<file path="src/cct_pkg.sv">
// shared types, widths and helpers of the charge current cap tracker
// no dependencies; imported by every module of the block
package cct_pkg;

    // field widths
    localparam int CAP_W      = 25;
    localparam int TIME_W     = 48;
    localparam int LIM_W      = 20;
    localparam int MARGIN_W   = 16;
    localparam int VOLT_W     = 10;
    localparam int AGE_W      = 32;
    localparam int RVAL_W     = 24;
    localparam int PHASE_W    = 2;
    localparam int LOWER_W    = LIM_W + 1;
    localparam int CFG_IDX_W  = 3;
    localparam int CFG_DATA_W = 32;

    // power to current divider: |W * 1000| over volts, times phases unless the reading is per phase
    localparam int MILLI      = 1000;
    localparam int PROD_W     = 34;
    localparam int DIVD_W     = PROD_W - 1;
    localparam int DVSR_W     = 12;
    localparam int DIV_CNT_W  = $clog2(DIVD_W + 1);

    // candidate before saturation
    localparam int WIDE_W     = 35;
    localparam logic signed [WIDE_W-1:0] WIDE_CAP_MAX = WIDE_W'(2 ** (CAP_W - 1) - 1);
    localparam logic signed [WIDE_W-1:0] WIDE_CAP_MIN = ~WIDE_CAP_MAX;

    // command queue between front and back
    localparam int CMD_Q_DEPTH = 2;

    typedef enum logic [CFG_IDX_W-1:0] {
        CFG_MARGIN      = 3'd0,
        CFG_START_LOWER = 3'd1,
        CFG_VOLTAGE     = 3'd2,
        CFG_MAX_AGE     = 3'd3,
        CFG_HOLD        = 3'd4
    } t_cfg_idx;

    typedef enum logic [1:0] {
        KIND_NONE        = 2'd0,
        KIND_CURRENT     = 2'd1,
        KIND_PHASE_POWER = 2'd2,
        KIND_TOTAL_POWER = 2'd3
    } t_kind;

    typedef enum logic [1:0] {
        SRC_START    = 2'd0,
        SRC_MEASURED = 2'd1,
        SRC_NO_MEAS  = 2'd2,
        SRC_HOLD     = 2'd3
    } t_src;

    typedef enum logic [1:0] {
        OP_PASS  = 2'd0,
        OP_CLEAR = 2'd1,
        OP_RUN   = 2'd2
    } t_op;

    typedef enum logic [1:0] {
        MEAS_NONE    = 2'd0,
        MEAS_CURRENT = 2'd1,
        MEAS_POWER   = 2'd2
    } t_meas;

    // configuration register set
    typedef struct packed {
        logic [MARGIN_W-1:0] margin;
        logic                start_lower;
        logic [VOLT_W-1:0]   volts;
        logic [AGE_W-1:0]    max_age;
        logic [AGE_W-1:0]    hold;
    } t_cfg;

    // classified item handed from front to back
    typedef struct packed {
        t_op                       op;
        t_meas                     meas;
        logic [LOWER_W-1:0]        lower;
        logic [LIM_W-1:0]          max_ma;
        logic [TIME_W-1:0]         now;
        logic signed [RVAL_W-1:0]  rval;
        logic [DIVD_W-1:0]         mag;
        logic                      neg;
        logic [DVSR_W-1:0]         dvsr;
    } t_cmd;

    // saturate a wide candidate to the cap range
    function automatic logic signed [CAP_W-1:0] sat_cap(input logic signed [WIDE_W-1:0] v);
        logic signed [CAP_W-1:0] r;
        if (v > WIDE_CAP_MAX) begin
            r = WIDE_CAP_MAX[CAP_W-1:0];
        end else if (v < WIDE_CAP_MIN) begin
            r = WIDE_CAP_MIN[CAP_W-1:0];
        end else begin
            r = v[CAP_W-1:0];
        end
        return r;
    endfunction

endpackage

</file>
<file path="src/cct_in_if.sv">
// input channel of the cap tracker: one optimizer run per transfer
// valid/ready handshake, no dependencies
interface cct_in_if;
    logic               valid;
    logic               ready;
    logic               session_on;
    logic               drawing;
    logic               max_limit_valid;
    logic [19:0]        max_limit_ma;
    logic [19:0]        min_limit_ma;
    logic [1:0]         phase_count;
    logic [47:0]        now_ms;
    logic [47:0]        reading_time_ms;
    logic [1:0]         reading_kind;
    logic signed [23:0] reading_value;

    modport source (
        output valid, session_on, drawing, max_limit_valid, max_limit_ma,
               min_limit_ma, phase_count, now_ms, reading_time_ms,
               reading_kind, reading_value,
        input  ready
    );

    modport sink (
        input  valid, session_on, drawing, max_limit_valid, max_limit_ma,
               min_limit_ma, phase_count, now_ms, reading_time_ms,
               reading_kind, reading_value,
        output ready
    );
endinterface

</file>
<file path="src/cct_out_if.sv">
// output channel of the cap tracker: one cap result per transfer
// valid/ready handshake, no dependencies
interface cct_out_if;
    logic               valid;
    logic               ready;
    logic               cap_valid;
    logic signed [24:0] cap_ma;
    logic [1:0]         cap_source;

    modport source (
        output valid, cap_valid, cap_ma, cap_source,
        input  ready
    );

    modport sink (
        input  valid, cap_valid, cap_ma, cap_source,
        output ready
    );
endinterface

</file>
<file path="src/charge_current_cap_tracker_unit.sv">
// top level of the charge current cap tracker: config registers and wiring
// depends on cct_pkg, cct_in_if, cct_out_if, cct_front, cct_cmd_fifo, cct_back
//
// channel   dir  handshake      contents
// i_in      in   valid/ready    session flags, limits, times, one meter reading
// o_out     out  valid/ready    cap_valid, cap_ma, cap_source
// i_cfg_*   in   write enable   margin, start mode, voltage, max age, hold time
//
// a running session with a fresh power reading is taken from the queue,
// divided bit-serially, then the cap is updated; every other run is taken
// and updated. the front accepts into a two-entry queue; the back may take
// and divide the next run while a result waits, but its update stalls until
// that result is taken. reset is synchronous and needs no clearing pass.
module charge_current_cap_tracker_unit
    import cct_pkg::*;
(
    input  logic                  i_clk,
    input  logic                  i_rst_n,
    input  logic                  i_cfg_we,
    input  logic [CFG_IDX_W-1:0]  i_cfg_idx,
    input  logic [CFG_DATA_W-1:0] i_cfg_data,
    cct_in_if.sink                i_in,
    cct_out_if.source             o_out
);

    t_cfg r_cfg;
    t_cmd push_cmd;
    t_cmd head_cmd;
    logic push;
    logic pop;
    logic full;
    logic empty;

    // configuration registers
    always_ff @(posedge i_clk) begin
        if (!i_rst_n) begin
            r_cfg.margin      <= '0;
            r_cfg.start_lower <= 1'b0;
            r_cfg.volts       <= VOLT_W'(230);
            r_cfg.max_age     <= AGE_W'(10000);
            r_cfg.hold        <= AGE_W'(30000);
        end else if (i_cfg_we) begin
            case (t_cfg_idx'(i_cfg_idx))
                CFG_MARGIN:      r_cfg.margin      <= i_cfg_data[MARGIN_W-1:0];
                CFG_START_LOWER: r_cfg.start_lower <= i_cfg_data[0];
                CFG_VOLTAGE:     r_cfg.volts       <= i_cfg_data[VOLT_W-1:0];
                CFG_MAX_AGE:     r_cfg.max_age     <= i_cfg_data[AGE_W-1:0];
                CFG_HOLD:        r_cfg.hold        <= i_cfg_data[AGE_W-1:0];
                default:         r_cfg             <= r_cfg;
            endcase
        end
    end

    // front end
    cct_front u_front (
        .i_cfg  (r_cfg),
        .i_in   (i_in),
        .i_full (full),
        .o_push (push),
        .o_cmd  (push_cmd)
    );

    // command queue
    cct_cmd_fifo u_fifo (
        .i_clk   (i_clk),
        .i_rst_n (i_rst_n),
        .i_push  (push),
        .i_cmd   (push_cmd),
        .i_pop   (pop),
        .o_full  (full),
        .o_empty (empty),
        .o_head  (head_cmd)
    );

    // back end
    cct_back u_back (
        .i_clk   (i_clk),
        .i_rst_n (i_rst_n),
        .i_cfg   (r_cfg),
        .i_head  (head_cmd),
        .i_empty (empty),
        .o_pop   (pop),
        .o_out   (o_out)
    );

endmodule

</file>
<file path="src/cct_front.sv">
// front end: accepts a run, checks reading freshness and prepares the division
// depends on cct_pkg and cct_in_if
module cct_front
    import cct_pkg::*;
(
    input  t_cfg     i_cfg,
    cct_in_if.sink   i_in,
    input  logic     i_full,
    output logic     o_push,
    output t_cmd     o_cmd
);

    logic [TIME_W:0]         age;
    logic                    fresh;
    logic [PHASE_W-1:0]      phases;
    t_kind                   kind;
    logic signed [PROD_W-1:0] prod;

    // accept whenever the queue has room
    assign i_in.ready = !i_full;
    assign o_push     = i_in.valid && !i_full;

    assign kind   = t_kind'(i_in.reading_kind);
    assign phases = (i_in.phase_count == '0) ? PHASE_W'(1) : i_in.phase_count;

    // reading age, negative counts as fresh
    assign age   = {1'b0, i_in.now_ms} - {1'b0, i_in.reading_time_ms};
    assign fresh = age[TIME_W] || (age[TIME_W-1:0] <= TIME_W'(i_cfg.max_age));

    // scaled power, split into sign and magnitude for the divider
    assign prod = PROD_W'(i_in.reading_value) * PROD_W'(MILLI);

    // classify the run
    always_comb begin
        o_cmd        = '0;
        o_cmd.lower  = LOWER_W'(i_in.min_limit_ma) + LOWER_W'(i_cfg.margin);
        o_cmd.max_ma = i_in.max_limit_ma;
        o_cmd.now    = i_in.now_ms;
        o_cmd.rval   = i_in.reading_value;
        o_cmd.neg    = prod[PROD_W-1];
        o_cmd.mag    = prod[PROD_W-1] ? DIVD_W'(-prod) : prod[DIVD_W-1:0];
        o_cmd.dvsr   = (kind == KIND_PHASE_POWER) ? DVSR_W'(i_cfg.volts)
                                                  : DVSR_W'(i_cfg.volts) * DVSR_W'(phases);

        if (!i_in.session_on) begin
            o_cmd.op = OP_PASS;
        end else if (!i_in.drawing || !i_in.max_limit_valid) begin
            o_cmd.op = OP_CLEAR;
        end else begin
            o_cmd.op = OP_RUN;
        end

        o_cmd.meas = MEAS_NONE;
        if (fresh) begin
            case (kind)
                KIND_CURRENT: begin
                    o_cmd.meas = MEAS_CURRENT;
                end
                KIND_PHASE_POWER, KIND_TOTAL_POWER: begin
                    if (i_cfg.volts != '0) begin
                        o_cmd.meas = MEAS_POWER;
                    end
                end
                default: begin
                    o_cmd.meas = MEAS_NONE;
                end
            endcase
        end
    end

endmodule

</file>
<file path="src/cct_cmd_fifo.sv">
// short command queue between front and back
// depends on cct_pkg
module cct_cmd_fifo
    import cct_pkg::*;
(
    input  logic i_clk,
    input  logic i_rst_n,
    input  logic i_push,
    input  t_cmd i_cmd,
    input  logic i_pop,
    output logic o_full,
    output logic o_empty,
    output t_cmd o_head
);

    localparam int PTR_W = (CMD_Q_DEPTH > 1) ? $clog2(CMD_Q_DEPTH) : 1;
    localparam int CNT_W = $clog2(CMD_Q_DEPTH + 1);

    t_cmd             r_mem [CMD_Q_DEPTH];
    logic [PTR_W-1:0] r_wr_ptr;
    logic [PTR_W-1:0] r_rd_ptr;
    logic [CNT_W-1:0] r_count;

    assign o_full  = (r_count == CNT_W'(CMD_Q_DEPTH));
    assign o_empty = (r_count == '0);
    assign o_head  = r_mem[r_rd_ptr];

    // storage
    always_ff @(posedge i_clk) begin
        if (i_push) begin
            r_mem[r_wr_ptr] <= i_cmd;
        end
    end

    // pointers and fill level
    always_ff @(posedge i_clk) begin
        if (!i_rst_n) begin
            r_wr_ptr <= '0;
            r_rd_ptr <= '0;
            r_count  <= '0;
        end else begin
            if (i_push) begin
                r_wr_ptr <= (r_wr_ptr == PTR_W'(CMD_Q_DEPTH - 1)) ? '0 : r_wr_ptr + PTR_W'(1);
            end
            if (i_pop) begin
                r_rd_ptr <= (r_rd_ptr == PTR_W'(CMD_Q_DEPTH - 1)) ? '0 : r_rd_ptr + PTR_W'(1);
            end
            case ({i_push, i_pop})
                2'b10:   r_count <= r_count + CNT_W'(1);
                2'b01:   r_count <= r_count - CNT_W'(1);
                default: r_count <= r_count;
            endcase
        end
    end

endmodule

</file>
<file path="src/cct_back.sv">
// back end: serial divider, cap and pending-reduction state, output register
// depends on cct_pkg and cct_out_if
module cct_back
    import cct_pkg::*;
(
    input  logic       i_clk,
    input  logic       i_rst_n,
    input  t_cfg       i_cfg,
    input  t_cmd       i_head,
    input  logic       i_empty,
    output logic       o_pop,
    cct_out_if.source  o_out
);

    typedef enum logic [2:0] {
        S_IDLE = 3'b001,
        S_DIV  = 3'b010,
        S_EVAL = 3'b100
    } t_state;

    t_state                   r_state;
    t_cmd                     r_cmd;
    logic                     r_hold_wait;
    logic                     r_cap_present;
    logic signed [CAP_W-1:0]  r_cap_value;
    logic                     r_pend_present;
    logic [TIME_W-1:0]        r_pend_since;
    logic [DVSR_W-1:0]        r_rem;
    logic [DIVD_W-1:0]        r_quo;
    logic [DIV_CNT_W-1:0]     r_cnt;
    logic                     r_out_valid;
    logic                     r_out_cap_valid;
    logic signed [CAP_W-1:0]  r_out_cap_ma;
    t_src                     r_out_src;

    logic [TIME_W:0]          elapsed;
    logic                     n_hold_wait;
    logic [DVSR_W:0]          shifted;
    logic [DVSR_W:0]          trial;
    logic                     ld;
    logic signed [PROD_W-1:0] quot_s;
    logic signed [WIDE_W-1:0] wide;
    logic signed [CAP_W-1:0]  cand;
    t_src                     cand_src;
    logic signed [CAP_W-1:0]  cur_cap;
    t_src                     cur_src;
    logic                     hold;

    assign o_pop = (r_state == S_IDLE) && !i_empty;
    assign ld    = !r_out_valid || o_out.ready;

    // hold check against the state left by the previous run
    assign elapsed     = {1'b0, i_head.now} - {1'b0, r_pend_since};
    assign n_hold_wait = r_pend_present
                         ? (elapsed[TIME_W] || (elapsed[TIME_W-1:0] < TIME_W'(i_cfg.hold)))
                         : (i_cfg.hold != '0);

    // one restoring divide step
    assign shifted = {r_rem, r_quo[DIVD_W-1]};
    assign trial   = shifted - {1'b0, r_cmd.dvsr};

    // candidate and cap currently in effect
    assign quot_s = r_cmd.neg ? -$signed({1'b0, r_quo}) : $signed({1'b0, r_quo});

    always_comb begin
        case (r_cmd.meas)
            MEAS_CURRENT: begin
                wide     = WIDE_W'($signed(r_cmd.rval)) + WIDE_W'(i_cfg.margin);
                cand_src = SRC_MEASURED;
            end
            MEAS_POWER: begin
                wide     = WIDE_W'(quot_s) + WIDE_W'(i_cfg.margin);
                cand_src = SRC_MEASURED;
            end
            default: begin
                wide     = WIDE_W'(r_cmd.lower);
                cand_src = SRC_NO_MEAS;
            end
        endcase
        cand = sat_cap(wide);

        if (r_cap_present) begin
            cur_cap = r_cap_value;
            cur_src = SRC_HOLD;
        end else begin
            cur_cap = i_cfg.start_lower ? CAP_W'(r_cmd.lower) : CAP_W'(r_cmd.max_ma);
            cur_src = SRC_START;
        end

        hold = (cand < cur_cap) && r_hold_wait;
    end

    // sequencer, divider and tracker state
    always_ff @(posedge i_clk) begin
        if (!i_rst_n) begin
            r_state        <= S_IDLE;
            r_cap_present  <= 1'b0;
            r_pend_present <= 1'b0;
            r_pend_since   <= '0;
            r_out_valid    <= 1'b0;
            r_cnt          <= '0;
        end else begin
            if (r_out_valid && o_out.ready && r_state != S_EVAL) begin
                r_out_valid <= 1'b0;
            end
            case (r_state)
                S_IDLE: begin
                    if (!i_empty) begin
                        r_cmd       <= i_head;
                        r_hold_wait <= n_hold_wait;
                        r_rem       <= '0;
                        r_quo       <= i_head.mag;
                        if (i_head.op == OP_RUN && i_head.meas == MEAS_POWER) begin
                            r_cnt   <= DIV_CNT_W'(DIVD_W);
                            r_state <= S_DIV;
                        end else begin
                            r_state <= S_EVAL;
                        end
                    end
                end
                S_DIV: begin
                    if (!trial[DVSR_W]) begin
                        r_rem <= trial[DVSR_W-1:0];
                        r_quo <= {r_quo[DIVD_W-2:0], 1'b1};
                    end else begin
                        r_rem <= shifted[DVSR_W-1:0];
                        r_quo <= {r_quo[DIVD_W-2:0], 1'b0};
                    end
                    r_cnt <= r_cnt - DIV_CNT_W'(1);
                    if (r_cnt == DIV_CNT_W'(1)) begin
                        r_state <= S_EVAL;
                    end
                end
                S_EVAL: begin
                    if (ld) begin
                        r_out_valid <= 1'b1;
                        r_state     <= S_IDLE;
                        case (r_cmd.op)
                            OP_RUN: begin
                                r_cap_present <= 1'b1;
                                r_out_cap_valid <= 1'b1;
                                if (hold) begin
                                    r_cap_value    <= cur_cap;
                                    r_pend_present <= 1'b1;
                                    if (!r_pend_present) begin
                                        r_pend_since <= r_cmd.now;
                                    end
                                    r_out_cap_ma <= cur_cap;
                                    r_out_src    <= cur_src;
                                end else begin
                                    r_cap_value    <= cand;
                                    r_pend_present <= 1'b0;
                                    r_pend_since   <= '0;
                                    r_out_cap_ma   <= cand;
                                    r_out_src      <= cand_src;
                                end
                            end
                            OP_CLEAR: begin
                                r_cap_present   <= 1'b0;
                                r_cap_value     <= '0;
                                r_pend_present  <= 1'b0;
                                r_pend_since    <= '0;
                                r_out_cap_valid <= 1'b0;
                                r_out_cap_ma    <= '0;
                                r_out_src       <= SRC_START;
                            end
                            default: begin
                                r_out_cap_valid <= 1'b0;
                                r_out_cap_ma    <= '0;
                                r_out_src       <= SRC_START;
                            end
                        endcase
                    end
                end
                default: begin
                    r_state <= S_IDLE;
                end
            endcase
        end
    end

    // output register drives the channel
    assign o_out.valid      = r_out_valid;
    assign o_out.cap_valid  = r_out_cap_valid;
    assign o_out.cap_ma     = r_out_cap_ma;
    assign o_out.cap_source = r_out_src;

    // a pending reduction only exists under a cap
    a_pend_needs_cap: assert property (@(posedge i_clk) disable iff (!i_rst_n)
        r_pend_present |-> r_cap_present)
        else $error("pending reduction without a cap");

    // the divider only runs for a fresh power reading
    a_div_only_power: assert property (@(posedge i_clk) disable iff (!i_rst_n)
        (r_state == S_DIV) |-> (r_cmd.op == OP_RUN && r_cmd.meas == MEAS_POWER))
        else $error("divider running for a non-power run");

    // a run always leaves a cap and a valid result behind
    a_run_sets_cap: assert property (@(posedge i_clk) disable iff (!i_rst_n)
        (r_state == S_EVAL && ld && r_cmd.op == OP_RUN)
        |=> (r_cap_present && r_out_valid && r_out_cap_valid))
        else $error("run did not set a cap");

    // clearing drops both the cap and any pending reduction
    a_clear_drops_state: assert property (@(posedge i_clk) disable iff (!i_rst_n)
        (r_state == S_EVAL && ld && r_cmd.op == OP_CLEAR)
        |=> (!r_cap_present && !r_pend_present && !r_out_cap_valid))
        else $error("clear left tracker state behind");

endmodule
</file>
<file path="src/flat_wrapper.sv">
// flat-port wrapper written by rule: the top's interface ports become plain ports
module charge_current_cap_tracker_unit_flat import cct_pkg::*;
  (i_clk, i_rst_n, i_cfg_we, i_cfg_idx, i_cfg_data, i_in_valid, i_in_session_on, i_in_drawing, i_in_max_limit_valid, i_in_max_limit_ma, i_in_min_limit_ma, i_in_phase_count, i_in_now_ms, i_in_reading_time_ms, i_in_reading_kind, i_in_reading_value, i_in_ready, o_out_valid, o_out_cap_valid, o_out_cap_ma, o_out_cap_source, o_out_ready);
  cct_in_if i_in_i ();
  cct_out_if o_out_i ();
  input  logic i_clk;
  input  logic i_rst_n;
  input  logic i_cfg_we;
  input  logic [CFG_IDX_W-1:0] i_cfg_idx;
  input  logic [CFG_DATA_W-1:0] i_cfg_data;
  input wire logic [$bits(i_in_i.valid)-1:0] i_in_valid;
  input wire logic [$bits(i_in_i.session_on)-1:0] i_in_session_on;
  input wire logic [$bits(i_in_i.drawing)-1:0] i_in_drawing;
  input wire logic [$bits(i_in_i.max_limit_valid)-1:0] i_in_max_limit_valid;
  input wire logic [$bits(i_in_i.max_limit_ma)-1:0] i_in_max_limit_ma;
  input wire logic [$bits(i_in_i.min_limit_ma)-1:0] i_in_min_limit_ma;
  input wire logic [$bits(i_in_i.phase_count)-1:0] i_in_phase_count;
  input wire logic [$bits(i_in_i.now_ms)-1:0] i_in_now_ms;
  input wire logic [$bits(i_in_i.reading_time_ms)-1:0] i_in_reading_time_ms;
  input wire logic [$bits(i_in_i.reading_kind)-1:0] i_in_reading_kind;
  input wire logic [$bits(i_in_i.reading_value)-1:0] i_in_reading_value;
  output wire logic [$bits(i_in_i.ready)-1:0] i_in_ready;
  output wire logic [$bits(o_out_i.valid)-1:0] o_out_valid;
  output wire logic [$bits(o_out_i.cap_valid)-1:0] o_out_cap_valid;
  output wire logic [$bits(o_out_i.cap_ma)-1:0] o_out_cap_ma;
  output wire logic [$bits(o_out_i.cap_source)-1:0] o_out_cap_source;
  input wire logic [$bits(o_out_i.ready)-1:0] o_out_ready;
  assign i_in_i.valid = i_in_valid;
  assign i_in_i.session_on = i_in_session_on;
  assign i_in_i.drawing = i_in_drawing;
  assign i_in_i.max_limit_valid = i_in_max_limit_valid;
  assign i_in_i.max_limit_ma = i_in_max_limit_ma;
  assign i_in_i.min_limit_ma = i_in_min_limit_ma;
  assign i_in_i.phase_count = i_in_phase_count;
  assign i_in_i.now_ms = i_in_now_ms;
  assign i_in_i.reading_time_ms = i_in_reading_time_ms;
  assign i_in_i.reading_kind = i_in_reading_kind;
  assign i_in_i.reading_value = i_in_reading_value;
  assign i_in_ready = i_in_i.ready;
  assign o_out_valid = o_out_i.valid;
  assign o_out_cap_valid = o_out_i.cap_valid;
  assign o_out_cap_ma = o_out_i.cap_ma;
  assign o_out_cap_source = o_out_i.cap_source;
  assign o_out_i.ready = o_out_ready;
  charge_current_cap_tracker_unit u_core (.i_clk(i_clk), .i_rst_n(i_rst_n), .i_cfg_we(i_cfg_we), .i_cfg_idx(i_cfg_idx), .i_cfg_data(i_cfg_data), .i_in(i_in_i), .o_out(o_out_i));
endmodule
</file>
<file path="config.mk">
export PLATFORM = sky130hd
export DESIGN_NAME = charge_current_cap_tracker_unit_flat
export DESIGN_NICKNAME = d
export VERILOG_FILES = /design/src/cct_pkg.sv /design/src/cct_in_if.sv /design/src/cct_out_if.sv /design/src/charge_current_cap_tracker_unit.sv /design/src/cct_front.sv /design/src/cct_cmd_fifo.sv /design/src/cct_back.sv /design/src/flat_wrapper.sv
export SDC_FILE = /design/constraint.sdc
export NUM_CORES = 2
export LEC_CHECK = 0
export BUFFER_PORTS_ARGS = -buffer_cell sky130_fd_sc_hd__buf_2
export CORE_ASPECT_RATIO = 1.5
export CORE_MARGIN = 3
export CORE_UTILIZATION = 50
export CTS_CLUSTER_SIZE = 28
export DETAILED_ROUTE_END_ITERATION = 8
export PLACE_DENSITY = 0.74
export SLEW_MARGIN = 20
export SYNTH_ARGS = -nofsm -noshare
export SYNTH_HDL_FRONTEND = slang
export SYNTH_HIERARCHICAL = 1
export SYNTH_SLANG_ARGS = --single-unit
</file>
<file path="constraint.sdc">
create_clock -name i_clk -period 10 [get_ports i_clk]
set_input_delay 1 -clock i_clk [delete_from_list [all_inputs] [get_ports i_clk]]
set_output_delay 1 -clock i_clk [all_outputs]
set_load 0.005 [all_outputs]
</file>
# [After elaboration in Yosys (flattened, before gate mapping)]
# Memories as Yosys holds them, arrays and structs flattened. A register that Yosys moved wholly into a read port is not among the register bits.
# Index checks and enable logic that the tools add are counted.
[totals] register_bits=384 ram_bits=326 inputBits=207 out_inout_bits=30 wordCells=166 memories=1
[classes] n_addsub=13 mul=2 order_cmp=5 n_eq_ne=26 n_mux=51 bitwise_logic=1 n_reduce_logical=38
[mem_list] name="u_core.u_fifo.r_mem" depth=2 width=163 read_ports=1 rd_clocked_by_memory_dff=1 write_ports=1 line_no="cct_cmd_fifo.sv:19" text="t_cmd r_mem [CMD_Q_DEPTH];"
[op_table] operator="25-bit 2-to-1 mux" n=4
[op_table] operator="48-bit by 48-bit subtractor with 49-bit output" n=2
[op_table] operator="48-bit 2-to-1 mux" n=2
[op_table] operator="48-bit case mux with 2 select lines" n=1
[op_table] operator="35-bit case mux with 2 select lines" n=1
[op_table] operator="33-bit 2-to-1 mux" n=2
[op_table] operator="33-bit case mux with 2 select lines" n=1
[op_table] operator="25-bit case mux with 2 select lines" n=1
[op_table] operator="48-bit by 32-bit less-or-equal comparator with 1-bit output" n=1
[op_table] operator="48-bit by 32-bit less-than comparator with 1-bit output" n=1
[op_table] operator="12-bit 2-to-1 mux" n=3
[op_table] operator="34-bit by 17-bit adder with 35-bit output" n=1
[op_table] operator="35-bit by 25-bit greater-than comparator with 1-bit output (second input constant)" n=1
[op_table] operator="35-bit by 25-bit less-than comparator with 1-bit output (second input constant)" n=1
[op_table] operator="34-bit 2-to-1 mux" n=1
[op_table] operator="33-bit negation with 34-bit output" n=1
[op_table] operator="33-bit negation" n=1
[op_table] operator="32-bit nonzero test" n=1
[op_table] operator="24-bit by 8-bit multiplier with 31-bit output (second input constant)" n=1
[op_table] operator="24-bit by 17-bit adder with 25-bit output" n=1
[op_table] operator="25-bit less-than comparator" n=1
[op_table] operator="12-bit case mux with 2 select lines" n=1
[op_table] operator="20-bit by 16-bit adder with 21-bit output" n=1
[op_table] operator="21-bit 2-to-1 mux" n=1
[op_table] operator="35 further kinds" n=104

# [Logic depth before layout (Yosys ltp)]
[logic_depth] depth_word=11 ltp_mapped=36

# [Cells and area by module]
# Netlist, hierarchy kept.
[modules_own_cells] mod="cct_back" n_inst=1 cells_each=1996 area_per_inst_um2=19297.3 seq_area_each_um2=8077.7
[modules_own_cells] mod="cct_cmd_fifo" n_inst=1 cells_each=529 area_per_inst_um2=12244.2 seq_area_each_um2=9889.5
[modules_own_cells] mod="cct_front" n_inst=1 cells_each=1553 area_per_inst_um2=11444.7 seq_area_each_um2=0.0
[modules_own_cells] mod="charge_current_cap_tracker_unit" n_inst=1 cells_each=348 area_per_inst_um2=3557.2 seq_area_each_um2=1821.7

# [Worst setup path before layout]
# Ideal clock, no wire load.
[synth_timing] path_type="input to register" startpoint="input port i_in_valid" endpoint="memory u_core/u_fifo/r_mem[0][0] (netlist name) (enable)" setup_ns=0.689 t_arrival_ns=8.043 required_ns=9.311 path_slack_ns=1.268 path_stages=3 path_buffers=0 path_cell_list="nor2b_1 > inv_1 > nor2_1"
[synth_via] elab_chain_len=3
[synth_lines] element="from (decl)" line_no="flat_wrapper.sv:11" text="input wire logic [$bits(i_in_i.valid)-1:0] i_in_valid;"
[synth_lines] element="1-bit logical AND" line_no="cct_front.sv:21" text="assign o_push = i_in.valid && !i_full;"
[synth_lines] element="1-bit 2-to-1 mux" line_no="cct_cmd_fifo.sv:30" text="if (i_push) begin"
[synth_lines] element="1-bit 2-to-1 mux (implied by the code)" line_no="cct_cmd_fifo.sv:31" text="r_mem[r_wr_ptr] <= i_cmd;"
[synth_lines] element="to (decl)" line_no="cct_cmd_fifo.sv:19"
# Every way passes these cells.

# [Worst setup path after layout]
[layout_timing] startpoint="register u_core.u_back.r_quo[0]" endpoint="register u_core.u_back.r_out_cap_ma[13] (netlist: u_core/u_back/o_out.cap_ma[13]) (data pin)"
[layout_via] elab_chain_len=10 elab_cells_between_ends=11
[layout_lines] element="from (decl)" line_no="cct_back.sv:29" text="logic [DIVD_W-1:0] r_quo;"
[layout_lines] element="from (signal assigned)" line_no="cct_back.sv:112" text="r_quo <= i_head.mag;"
[layout_lines] element="from (signal assigned)" line_no="cct_back.sv:124" text="r_quo <= {r_quo[DIVD_W-2:0], 1'b1};"
[layout_lines] element="from (signal assigned)" line_no="cct_back.sv:127" text="r_quo <= {r_quo[DIVD_W-2:0], 1'b0};"
[layout_lines] element="33-bit negation with 34-bit output" line_no="cct_back.sv:63" text="assign quot_s = r_cmd.neg ? -$signed({1'b0, r_quo}) : $signed({1'b0, r_quo});"
[layout_lines] element="34-bit 2-to-1 mux (*)" line_no="cct_back.sv:63"
[layout_lines] element="34-bit by 17-bit adder with 35-bit output (*)" line_no="cct_back.sv:72" text="wide = WIDE_W'(quot_s) + WIDE_W'(i_cfg.margin);"
[layout_lines] element="35-bit case mux with 2 select lines (*)" line_no="cct_back.sv:66" text="case (r_cmd.meas)"
[layout_lines] element="35-bit by 25-bit less-than comparator with 1-bit output" line_no="cct_pkg.sv:94" text="end else if (v < WIDE_CAP_MIN) begin"
[layout_lines] element="25-bit 2-to-1 mux" line_no="cct_pkg.sv:94"
[layout_lines] element="25-bit 2-to-1 mux (*)" line_no="cct_pkg.sv:92" text="if (v > WIDE_CAP_MAX) begin"
[layout_lines] element="25-bit less-than comparator" line_no="cct_back.sv:90" text="hold = (cand < cur_cap) && r_hold_wait;"
[layout_lines] element="1-bit logical AND" line_no="cct_back.sv:90"
[layout_lines] element="25-bit 2-to-1 mux (*)" line_no="cct_back.sv:142" text="if (hold) begin"
[layout_lines] element="to (signal assigned)" line_no="cct_back.sv:148" text="r_out_cap_ma <= cur_cap;"
[layout_lines] element="to (signal assigned)" line_no="cct_back.sv:154" text="r_out_cap_ma <= cand;"
[layout_lines] element="to (decl)" line_no="cct_back.sv:33" text="logic signed [CAP_W-1:0] r_out_cap_ma;"
# Mark *: on every way between the ends. The rest lies on a longest branch, timed or not.
# A chain may end at the register's enable or synchronous reset.

==> impl_metrics.env <==
export IMPL_synth_compound_area_frac=0.128
export IMPL_crit_required_ns=10.34
export IMPL_cts_sinks=711
export IMPL_crit_family="simple AND/OR/NAND/NOR gates"
export IMPL_timing_hold_worst_class="flip-flop to flip-flop"
export IMPL_fin_util=0.550
export IMPL_fin_ws_ns=0.737
export IMPL_cellPowerDensity_nw_per_um2=258
export IMPL_numPortBuffers=236
export IMPL_std_cell_rows=136
export IMPL_die_x_um=255
export IMPL_die_h_um=380
export IMPL_grt_max_degree=72
export IMPL_design_core_area_um2=92100
export IMPL_cp_max_fo=16
export IMPL_final_cell_mix="555 x edfxtp_1, 517 x inv_1, 424 x nand2_1, 349 x ha_1, 235 x buf_2"
export IMPL_wire_per_inst_um=20.4
export IMPL_maxCapViolCount=0
export IMPL_area_growth_pct=8.69
export IMPL_synth_xor_area_share=0.0440
export IMPL_cts_resized=0
export IMPL_slew_viol_final=0
export IMPL_cts_buffers=72
export IMPL_worstHoldPathCells=1
export IMPL_ys_flop_type="edfxtp_1"
export IMPL_syn_inst=4426
export IMPL_finalCriticalPeriod_ns=9.26
export IMPL_gp_congestion=0.939
export IMPL_leakage_uw=0.0206
export IMPL_worstPathArrival_ns=9.61
export IMPL_synth_top_family_by_area="adder cells"
export IMPL_setup_viol=0
export IMPL_ctsHoldBuffers=0
export IMPL_clkTransAtPathRegs_ns=0.07
export IMPL_setup_tns_ns=0
export IMPL_clk_root_buffer_cell="clkbuf_16"
export IMPL_crit_buf_inv=1
export IMPL_cts_tree="built"
export IMPL_synth_area_um2=46500
export IMPL_synth_avg_cell_area_um2=10.5
export IMPL_first_global_vias=32300
export IMPL_nFillCells=7930
export IMPL_grt_util_all_layers=0.244
export IMPL_slowest_stage="nor4_1"
export IMPL_finalCritPeriodShare=0.926
export IMPL_drt_vias_per_instance=5.62
export IMPL_whs_endpoint="u_core/u_back/r_pend_since[13]$_SDFFE_PN0P_"
export IMPL_yosysSeqAreaShare=0.425
export IMPL_post_cts_setup_buffers=0
export IMPL_cp_start_kind="flip-flop"
export IMPL_yosysWarnings=6
export IMPL_synthAdderAreaFrac=0.136
export IMPL_nets=5176
export IMPL_maxSlewHeadroom=0.266
export IMPL_cts_max_path_buffers=3
export IMPL_drtIter0Drc=2092
export IMPL_rsz0062_at_grt="no"
export IMPL_antenna_found_initial=7
export IMPL_antenna_left=0
export IMPL_ff2ff_setup_slack_ns=0.74
export IMPL_cts_htree_levels=3
export IMPL_status="completed"
export IMPL_rr_worst_depth=30
export IMPL_power_total_uw=13000
export IMPL_hp_start="u_core/u_back/r_cmd[83]$_DFFE_PP_"
export IMPL_ys_types=113
export IMPL_first_pass_iters=6
export IMPL_hold_violations=0
export IMPL_start_util=0.506
export IMPL_worstMarginPinSlew_ns=1.10
export IMPL_synth_seq_cells=711
export IMPL_grt_pass1_wl_mm=183
export IMPL_fin_worst_skew_ns=0.0236
export IMPL_drc=0
export IMPL_final_common_cell="edfxtp_1"
export IMPL_worstSetupPathType="flip-flop to flip-flop"
export IMPL_drive_above_1_share=0.141
export IMPL_die_area_um2=96900
export IMPL_vias=32700
export IMPL_reg2reg_from="u_core/u_back/r_quo[0]$_DFFE_PP_"
export IMPL_wl_mm=119
export IMPL_num_io_pins=237
export IMPL_ir_drop_uv=150
export IMPL_r2r_end="u_core/u_back/o_out.cap_ma[13]$_SDFFCE_PN0P_"
export IMPL_synth_edf_count=555
export IMPL_max_freq_mhz=108
export IMPL_grt_overflow_total=0
export IMPL_hold_slack_ns=0.446
export IMPL_cpPeakStageDelay_ns=0.71
export IMPL_synthMuxAreaShare=0.0788
export IMPL_async_flop_share=0
export IMPL_hpwl_mm=91.8
export IMPL_dp_slack_ns=0.670
export IMPL_end_kind="flip-flop"
export IMPL_clock_latency_ns=0.63
export IMPL_synth_simple_area_share=0.113
[routing by layer]
metal  vias to the layer above  GRT usage  part of all wire
li1                      15800          -                 -
met2                       925      0.428              0.50
met5                         -          0           0.00013
met4                         4      0.116             0.050
met1                     15800      0.291              0.39
met3                       250     0.0355             0.051
[logic make-up after synthesis]
logic type | after synthesis
other cells | 1
simple gates | 1079
fa+ha+maj | 447
compound gates | 868
flops | 711
buf+inv | 767
xor+xnor | 234
mux | 319
[synth_stat cells (33+ instances only)]
| library cell | count | share of area |
|---|---|---|
| a21o_1 | 108 | 0.017 |
| a21oi_1 | 186 | 0.020 |
| and2_1 | 40 | 0.0054 |
| buf_2 | 33 | 0.0035 |
| buf_4 | 99 | 0.016 |
| clkbuf_1 | 85 | 0.0069 |
| dfxtp_1 | 156 | 0.067 |
| edfxtp_1 | 555 | 0.36 |
| fa_1 | 97 | 0.042 |
| ha_1 | 350 | 0.094 |
| inv_1 | 517 | 0.042 |
| mux2_2 | 97 | 0.023 |
| mux2_4 | 71 | 0.023 |
| mux2i_1 | 151 | 0.032 |
| nand2_1 | 425 | 0.034 |
| nand2b_1 | 45 | 0.0060 |
| nand3_1 | 48 | 0.0052 |
| nand4_1 | 45 | 0.0060 |
| nor2_1 | 228 | 0.018 |
| nor2b_1 | 58 | 0.0078 |
| nor3_1 | 47 | 0.0051 |
| o21a_1 | 39 | 0.0063 |
| o21ai_0 | 197 | 0.021 |
| xnor2_1 | 147 | 0.028 |
| xor2_1 | 87 | 0.016 |
[report_power, final]
part | leakage (uW) | total (uW) | switching (uW) | internal (uW)
logic | 0.0130 | 5850 | 3480 | 2370
registers | 0.00642 | 4370 | 255 | 4120
clock network | 0.00122 | 2820 | 1160 | 1660
[metrics by stage]
step                cell area (um^2)  std cells
floorplan                      46600       4428
global route                   50600       5822
CTS                            50600       5822
global placement               48100       5690
finish                         50600       5826
detailed placement             48100       5690
[final cells by class]
type                    count  area, um^2  area share
inverters                 519        1950      0.0385
clock buffers              94        2100      0.0416
diodes                      4        10.0    0.000198
clock inverters            38         400     0.00791
multi-input cells        2950       23300       0.461
flip-flops and latches    711       19800       0.391
repair buffers            268        1440      0.0285
well taps                1242        1550      0.0307
[worst reg2reg max path, delay by kind of cell, from the launching register on]
family / cells / cell delay (ns)
DFF: 1 / 0.46
and+or+nand+nor: 13 / 3.64
xor gates and xnor gates: 1 / 0.15
adders and majority gates: 2 / 0.66
muxes: 2 / 0.71
AOI/OAI and AO/OA: 11 / 3.05
buffers and inverters: 1 / 0.35
[registers in the layout, summed over array words and instances, names as in the netlist, named ones only]
signal	cells
u_core/r_cfg	91
u_core/u_back/o_out.cap_ma	25
u_core/u_back/o_out.cap_source	2
u_core/u_back/o_out.cap_valid	1
u_core/u_back/o_out.valid	1
u_core/u_back/r_cap_present	1
u_core/u_back/r_cap_value	25
u_core/u_back/r_cmd	130
u_core/u_back/r_cnt	6
u_core/u_back/r_hold_wait	1
u_core/u_back/r_pend_present	1
u_core/u_back/r_pend_since	48
u_core/u_back/r_quo	33
u_core/u_back/r_rem	12
u_core/u_back/r_state	3
u_core/u_fifo/r_count	2
u_core/u_fifo/r_mem	326
u_core/u_fifo/r_rd_ptr	1
u_core/u_fifo/r_wr_ptr	1
[worst max path at each step]
stage                                                   end                             start  slack (ns)  depth (start not counted)
3_3_place_gp    u_core/u_back/r_cap_value[15]$_SDFFCE_PN0P_  u_core/u_back/r_quo[0]$_DFFE_PP_        0.86                         29
5_1_grt          u_core/u_back/r_cap_value[6]$_SDFFCE_PN0P_  u_core/u_back/r_quo[0]$_DFFE_PP_        0.07                         30
2_1_floorplan           u_core/u_fifo/r_mem[0][0]$_DFFE_PP_                        i_in_valid        1.27                          3
4_1_cts        u_core/u_back/o_out.cap_ma[13]$_SDFFCE_PN0P_  u_core/u_back/r_quo[0]$_DFFE_PP_        0.62                         31
6_report       u_core/u_back/o_out.cap_ma[13]$_SDFFCE_PN0P_  u_core/u_back/r_quo[0]$_DFFE_PP_        0.74                         30
3_5_place_dp   u_core/u_back/o_out.cap_ma[13]$_SDFFCE_PN0P_  u_core/u_back/r_quo[0]$_DFFE_PP_        0.67                         31
(Power assumes the default switching activity.)
